[src/sv/mtm_pkg.sv]
// Shared constants for the muscle torque model: register map and index width.
package mtm_pkg;

    localparam int NUM_REGS  = 8;
    localparam int CFG_IDX_W = 3;

    localparam logic [CFG_IDX_W-1:0] REG_ACTIVE_GAIN    = 3'd0;
    localparam logic [CFG_IDX_W-1:0] REG_STIFFNESS_GAIN = 3'd1;
    localparam logic [CFG_IDX_W-1:0] REG_TONIC_STIFF    = 3'd2;
    localparam logic [CFG_IDX_W-1:0] REG_DAMPING_GAIN   = 3'd3;
    localparam logic [CFG_IDX_W-1:0] REG_REST_POSITION  = 3'd4;
    localparam logic [CFG_IDX_W-1:0] REG_TORQUE_LIMIT   = 3'd5;
    localparam logic [CFG_IDX_W-1:0] REG_REFLEX_WEIGHT  = 3'd6;
    localparam logic [CFG_IDX_W-1:0] REG_BASE_COCONTR   = 3'd7;

endpackage

[src/sv/mtm_regs.sv]
// Configuration register file of the muscle torque model.
module mtm_regs #(
    parameter int DATA_WIDTH = 32
) (
    input  logic                              i_clk,
    input  logic                              i_rst_n,
    input  logic                              i_cfg_we,
    input  logic [mtm_pkg::CFG_IDX_W-1:0]     i_cfg_idx,
    input  logic [DATA_WIDTH-1:0]             i_cfg_data,
    output logic signed [DATA_WIDTH-1:0]      o_active_gain,
    output logic signed [DATA_WIDTH-1:0]      o_stiffness_gain,
    output logic signed [DATA_WIDTH-1:0]      o_tonic_stiffness,
    output logic signed [DATA_WIDTH-1:0]      o_damping_gain,
    output logic signed [DATA_WIDTH-1:0]      o_rest_position,
    output logic        [DATA_WIDTH-2:0]      o_torque_limit,
    output logic        [DATA_WIDTH-2:0]      o_reflex_weight,
    output logic signed [DATA_WIDTH-1:0]      o_base_cocontraction
);
    import mtm_pkg::*;

    logic signed [DATA_WIDTH-1:0] r_alpha;
    logic signed [DATA_WIDTH-1:0] r_beta;
    logic signed [DATA_WIDTH-1:0] r_gamma;
    logic signed [DATA_WIDTH-1:0] r_delta;
    logic signed [DATA_WIDTH-1:0] r_rest;
    logic        [DATA_WIDTH-2:0] r_limit;
    logic        [DATA_WIDTH-2:0] r_weight;
    logic signed [DATA_WIDTH-1:0] r_base;

    always_ff @(posedge i_clk) begin
        if (!i_rst_n) begin
            r_alpha  <= '0;
            r_beta   <= '0;
            r_gamma  <= '0;
            r_delta  <= '0;
            r_rest   <= '0;
            r_limit  <= '1;
            r_weight <= '0;
            r_base   <= '0;
        end else if (i_cfg_we) begin
            case (i_cfg_idx)
                REG_ACTIVE_GAIN:    r_alpha  <= i_cfg_data;
                REG_STIFFNESS_GAIN: r_beta   <= i_cfg_data;
                REG_TONIC_STIFF:    r_gamma  <= i_cfg_data;
                REG_DAMPING_GAIN:   r_delta  <= i_cfg_data;
                REG_REST_POSITION:  r_rest   <= i_cfg_data;
                REG_TORQUE_LIMIT:   r_limit  <= i_cfg_data[DATA_WIDTH-2:0];
                REG_REFLEX_WEIGHT:  r_weight <= i_cfg_data[DATA_WIDTH-2:0];
                REG_BASE_COCONTR:   r_base   <= i_cfg_data;
                default: ;
            endcase
        end
    end

    assign o_active_gain        = r_alpha;
    assign o_stiffness_gain     = r_beta;
    assign o_tonic_stiffness    = r_gamma;
    assign o_damping_gain       = r_delta;
    assign o_rest_position      = r_rest;
    assign o_torque_limit       = r_limit;
    assign o_reflex_weight      = r_weight;
    assign o_base_cocontraction = r_base;

endmodule

[config.mk]
export PLATFORM = sky130hd
export DESIGN_NAME = mtm_regs
export DESIGN_NICKNAME = d
export VERILOG_FILES = /design/src/sv/mtm_pkg.sv /design/src/sv/mtm_regs.sv
export SDC_FILE = /design/constraint.sdc
export NUM_CORES = 1
export LEC_CHECK = 0
export BUFFER_PORTS_ARGS = -buffer_cell sky130_fd_sc_hd__clkbuf_2
export CORE_AREA = 3 3 162 164
export CTS_CLUSTER_SIZE = 40
export DETAILED_ROUTE_END_ITERATION = 10
export DIE_AREA = 0 0 165 167
export GPL_TIMING_DRIVEN = 1
export PLACE_DENSITY_LB_ADDON = 0.12
export SETUP_SLACK_MARGIN = 0.05
export SLEW_MARGIN = 30
export SYNTH_ARGS = -nofsm -noshare
export SYNTH_HDL_FRONTEND = slang
export SYNTH_SLANG_ARGS = --single-unit
[constraint.sdc]
create_clock -name i_clk -period 1.05 [get_ports i_clk]
set_input_delay 0.105 -clock i_clk [delete_from_list [all_inputs] [get_ports i_clk]]
set_output_delay 0.105 -clock i_clk [all_outputs]
set_load 0.1 [all_outputs]
==> results.yml, run 1 <==
run_status:
  outcome: "complete, but fails checks"
  violations: "setup timing"
clocking:
  cts_tree: "done"
  cts.sinks: 254
  cts_made_buffers: 27
  htree_num_levels: 1
  ctsRootBufferMaster: "clkbuf_16"
  clkTransAtPathRegs_ns: 0.06
  clk_path_buf_depth: 3
  clk_latency_ns: 0.54
global_route:
  track_usage_pct: 20.9
  grt_overflow: 0
  antenna_found_initial: 1
  grt_pass1_wl_microns: 45300
  grt_pass1_vias: 7884
  grt_max_degree: 39
worst_setup_path:
  critPathArrivalTime_ns: 1.08
  path_class: "flip-flop to primary output"
  slowest_stage: "dfxtp_2"
  startpoint_type: "flip-flop"
  worstPathRequired_ns: 0.94
  critPathMaxStageDelay_ns: 0.36
  end_kind: "primary output"
  cp_cell_sequence: "buf_12"
  cp_top_family: "flip-flops"
  worst-path-buf-inv: 1
  crit_fanout: 2
logic_synthesis:
  synth.net_count: 938
  ys_seq_elements: 254
  synth_area_sq_um: 9440
  ys_warn_count: 0
  synth_cell_type_count: 15
  synthesis.instances: 900
  synth_area_leaders: "dfxtp_1, mux2i_1, nand2_1"
  seq_area_frac_synth_pct: 53.8
  avgSynthCellArea_sq_um: 10.5
  synth_top_area_share_pct: 53.8
  synth_top_cell_by_area: "dfxtp_1"
pwr:
  p_total_mw: 23.3
  p_leak_nw: 7.68
  peakVddDrop_mv: 1.10
  p_per_area_nw_per_um2: 1350
placed_design:
  dp_hpwl_microns: 21100
  numPlacedInstances: 1494
  place_congestion: 0.778
  io_buffers: 291
floorplanning:
  die_y_microns: 167
  die_area_sq_um: 27600
  fp-row-count: 58
  core_area_sq_um: 25000
  initial_core_util_pct: 37.7
  ios: 292
  fp.dieW_microns: 165
layout:
  final_common_cell: "buf_12"
  final_nets: 1318
  final_cells: 1630
  fin_util_pct: 68.9
  layout_common_cells: "buf_12, nand2_1, mux2i_1"
  area_growth_pct: 82.6
  layout-drive-gt1-share_pct: 52.7
detailed_routing:
  vias_per_cell: 4.69
  drt_iter0_drc: 313
  drt_wl_total_microns: 29500
  first_pass_iters: 6
  ant_nets: 0
  vias: 7652
  wl_per_cell_microns: 18.1
  drc: 0
timing:
  final-hold-violation-count: 0
  finalCritPeriodShare_pct: 113
  relSlewSlack_pct: 75.2
  rsz0062_at_grt: "true"
  fmax_mhz: 842
  setup_slack_ns: -0.137
  clock-skew-final_ns: 0
  period_minus_slack_ns: 1.19
  slew_violations: 0
  setup_viol: 254
  worst_slew_pin_slew_ns: 0.371
flow_run:
  max-cap-violations: 0
min_path:
  hp-class: "primary input to flip-flop"
[synth_stat cells (all sizes together)]
cell type / n
nor4b: 1
dfxtp: 254
and4bb: 1
nand4bb: 2
nand2: 255
nand4: 1
clkbuf: 21
mux2i: 254
nor2b: 62
and4b: 1
nand4b: 2
buf: 46
[metal layers]
layer	GRT usage (%)	vias up	part of all wire (%)
met4	6.09	0	3.1
met2	36.2	225	50
met3	6.62	48	7.8
met5	0	-	0
li1	-	3710	-
met1	24.5	3669	39
[cells by family after synthesis]
logic type	Yosys count	synth area share (%)
AND/OR/NAND/NOR	325	15.2
flip-flops	254	53.8
multiplexers	254	26.9
buffers and inverters	67	4.01
[state kept, by name (all words and copies together), names as in the netlist]
signal	count
o_damping_gain	32
o_reflex_weight	31
o_stiffness_gain	32
o_tonic_stiffness	32
o_active_gain	32
o_base_cocontraction	32
o_rest_position	32
o_torque_limit	31
[final cells by class]
cell class / count / area [sq um]
fill: 1789 / 7790
timing repair buffer: 418 / 6530
sequential: 254 / 5420
multi-input combinational: 579 / 4010
clock buffer: 37 / 723
tap: 330 / 413
clock inverter: 11 / 145
antenna: 1 / 2.50
[path summary, 6_finish.rpt]
kind / depth (start not counted) / end / start / slack [ns]
worst max register to register: 4 / o_tonic_stiffness[16] / o_tonic_stiffness[16] / 0.22
worst min-delay path: 4 / o_stiffness_gain[9] / i_rst_n / 0.08
worst max-delay path: 1 / o_rest_position[1] / o_rest_position[1] / -0.14
worst min register to register: 2 / o_stiffness_gain[21] / o_stiffness_gain[21] / 0.48
[worst min-delay path, stage by stage]
cell      delay [ns]
clkbuf_8        0.17
buf_4           0.18
nand2_1         0.07
mux2i_1         0.05
[power by group]
group / internal [mW] / switching, mW / total, mW
Clock: 5.57 / 3.89 / 9.47
Sequential: 9.88 / 0.225 / 10.1
Combinational: 1.38 / 2.36 / 3.74
Total: 16.8 / 6.48 / 23.3
[stage by stage]
step / instance area, sq um / hold WS [ns] / worst slack [ns] / setup TNS, ns
5_1_grt: 17200 / 0.0669 / -0.178 / -40.44
3_3_place_gp: 15600 / 0.375 / -0.129 / -11.04
6_report: 17200 / 0.0785 / -0.137 / -29.87
4_1_cts: 17000 / 0.0522 / -0.175 / -38.41
2_1_floorplan: 9820 / 0.271 / -0.0636 / -1.90
3_5_place_dp: 15600 / 0.387 / -0.194 / -18.94
[what timing repair did]
item | CTS | global route
endpoints found under the hold margin | 57 | 0
buffers inserted | 25 | 30
endpoints found under the setup margin | 254 | 254
gates resized for setup | 2 | 5
hold buffers | 32 | 0
No activity file was read; power rests on OpenSTA's default activity.
==> run 2, diff against run 1 <==
--- a/config.mk
+++ b/config.mk
@@ -11,8 +11,8 @@
 export DETAILED_ROUTE_END_ITERATION = 10
 export DIE_AREA = 0 0 165 167
 export GPL_TIMING_DRIVEN = 1
-export PLACE_DENSITY_LB_ADDON = 0.12
-export SETUP_SLACK_MARGIN = 0.05
+export PLACE_DENSITY_LB_ADDON = 0.25
+export SKIP_LAST_GASP = 1
 export SLEW_MARGIN = 30
 export SYNTH_ARGS = -nofsm -noshare
 export SYNTH_HDL_FRONTEND = slang
==> run 2 against run 1 <==
The run still ends with setup timing left; non-clock buffer count is 14 higher; routed wire length grew 3.5%; global-route usage is 0.45 points higher; clock power about the same; largest power group unchanged; sequential share of layout area decreased by 0.19 points; final cell count rose by 0.74%; register-to-register slack lost 0.02 ns; critical path type unchanged; utilization grew 0.77 points; combinational power grew 1%; clock skew unchanged; power rose by 0.22%.
==> results.yml, run 2 (same netlist as run 1, synthesis figures left out) <==
run_status:
  outcome: "complete, but fails checks"
  violations: "setup timing"
worst_setup_path:
  worstReg2RegStart: "o_reflex_weight[24]"
  cp_top_family: "flip-flops"
  path_class: "flip-flop to primary output"
  worstPathRequired_ns: 0.94
  startpoint_type: "flip-flop"
  crit_fanout: 2
  end_kind: "primary output"
  cp_cell_sequence: "buf_12"
  critPathArrivalTime_ns: 1.07
  critPathMaxStageDelay_ns: 0.37
  worst-path-stages: 1
  endpoint: "o_tonic_stiffness[0]"
  r2r_slack_ns: 0.20
  r2r.worst_path.cells: 4
  slowest_stage: "dfxtp_2"
  crit_start: "o_tonic_stiffness[0]"
  reg2reg_to: "o_reflex_weight[24]"
  worst-path-buf-inv: 1
pwr:
  p_sw_mw: 6.43
  p_total_mw: 23.4
  power.share.clock_pct: 40.7
  peakVddDrop_mv: 1.25
  p_sw_share_pct: 27.5
  combPwrFrac_pct: 16.2
  p_leak_nw: 7.78
  intPower_mw: 16.9
  p_per_area_nw_per_um2: 1340
  pwr-share-seq_pct: 43.2
timing:
  finalCritPeriodShare_pct: 112
  rsz0062_at_grt: "true"
  final-hold-violation-count: 0
  setup_viol: 254
  worst_slew_pin_slew_ns: 0.383
  clock-skew-final_ns: 0
  slew_violations: 0
  setup_slack_ns: -0.128
  fmax_mhz: 849
  whs_ns: 0.0629
  period_minus_slack_ns: 1.18
  relSlewSlack_pct: 74.4
placed_design:
  dp_hpwl_microns: 21400
  io_buffers: 291
  place_ws_ns: -0.236
  numPlacedInstances: 1498
  place_congestion: 0.780
detailed_routing:
  wl_per_cell_microns: 18.6
  drt_wl_total_microns: 30500
  vias: 7759
  drc: 0
  ant_nets: 0
  first_pass_iters: 4
  drt_iter0_drc: 349
  vias_per_cell: 4.73
layout:
  final_cells: 1642
  layout_common_cells: "buf_12, nand2_1, mux2i_1"
  final_nets: 1332
  multi_input_area_sq_um: 4010
  register_area_sq_um: 5450
  layout-drive-gt1-share_pct: 53.5
  final_common_cell: "buf_12"
  area_growth_pct: 84.6
  fin_util_pct: 69.6
  num-fill-cells: 1736
global_route:
  grt_pass1_vias: 8060
  grt_overflow: 0
  antenna_found_initial: 1
  track_usage_pct: 21.3
  grt_max_degree: 42
  grt_pass1_wl_microns: 46200
clocking:
  clk_path_buf_depth: 3
  cts_made_buffers: 27
  clkTransAtPathRegs_ns: 0.06
  ctsRootBufferMaster: "clkbuf_16"
  clk_latency_ns: 0.51
  cts.sinks: 254
  htree_num_levels: 1
  cts_tree: "done"
floorplanning:
  die_y_microns: 167
  die_area_sq_um: 27600
  ios: 292
  fp-row-count: 58
  fp.dieW_microns: 165
  initial_core_util_pct: 37.7
  core_area_sq_um: 25000
flow_run:
  max-cap-violations: 0
min_path:
  hp-class: "primary input to flip-flop"
run 2: cell types whose count changed in the layout (fill, tap and decap cells not counted), sizes merged:
cell and delta:
clkinv -4, bufinv -1, clkinvlp +2, buf +15, clkbuf +2, dlygate4sd3 -1
inv -1
run 2: layout make-up:
type | count | area share (%)
repair buffers | 432 | 38.3
flip-flops and latches | 254 | 31.2
multi-input cells | 579 | 23.0
clock buffers | 39 | 4.54
well taps | 330 | 2.37
clock inverters | 7 | 0.517
diodes | 1 | 0.0144
run 2: repair_timing:
action | in CTS | in global routing
hold buffers | 31 | 0
resized for setup | 2 | 16
endpoints found under the setup margin | 254 | 254
buffers inserted | 30 | 36
endpoints found under the hold margin | 32 | 0
run 2: power by group through the flow:
stage | Combinational (mW) | Sequential (mW) | Clock, mW
floorplan | 0.722 | 11.8 | 0
global placement | 3.58 | 10.3 | 0
detailed placement | 3.62 | 10.3 | 0
CTS | 3.75 | 10.1 | 9.67
global route | 3.92 | 10.1 | 10.1
finish | 3.78 | 10.1 | 9.50
run 2: metrics by stage:
stage | TNS [ns] | instance area [sq um]
floorplan | -1.93 | 9780
global placement | -20.01 | 15700
detailed placement | -30.05 | 15700
CTS | -33.08 | 17100
global route | -35.82 | 17400
finish | -26.61 | 17400
run 2: how the worst min path moves through the flow:
stage | to | start | cells past startpoint | slack, ns
2_1_floorplan | o_torque_limit[30] | i_cfg_data[30] | 2 | 0.27
3_5_place_dp | o_torque_limit[27] | i_cfg_data[27] | 3 | 0.39
6_report | o_base_cocontraction[31] | i_cfg_data[31] | 3 | 0.06
4_1_cts | o_base_cocontraction[31] | i_cfg_data[31] | 3 | 0.05
3_3_place_gp | o_torque_limit[14] | i_cfg_data[14] | 3 | 0.37
5_1_grt | o_damping_gain[31] | i_cfg_data[31] | 3 | 0.07
run 2: per-layer routing:
metal,vias to the layer above,GRT usage (%),wire [microns]
li1,3745,-,-
met1,3717,25.0,12000
met2,235,37.2,15300
met3,60,6.04,2260
met4,2,7.04,988
met5,-,0,16
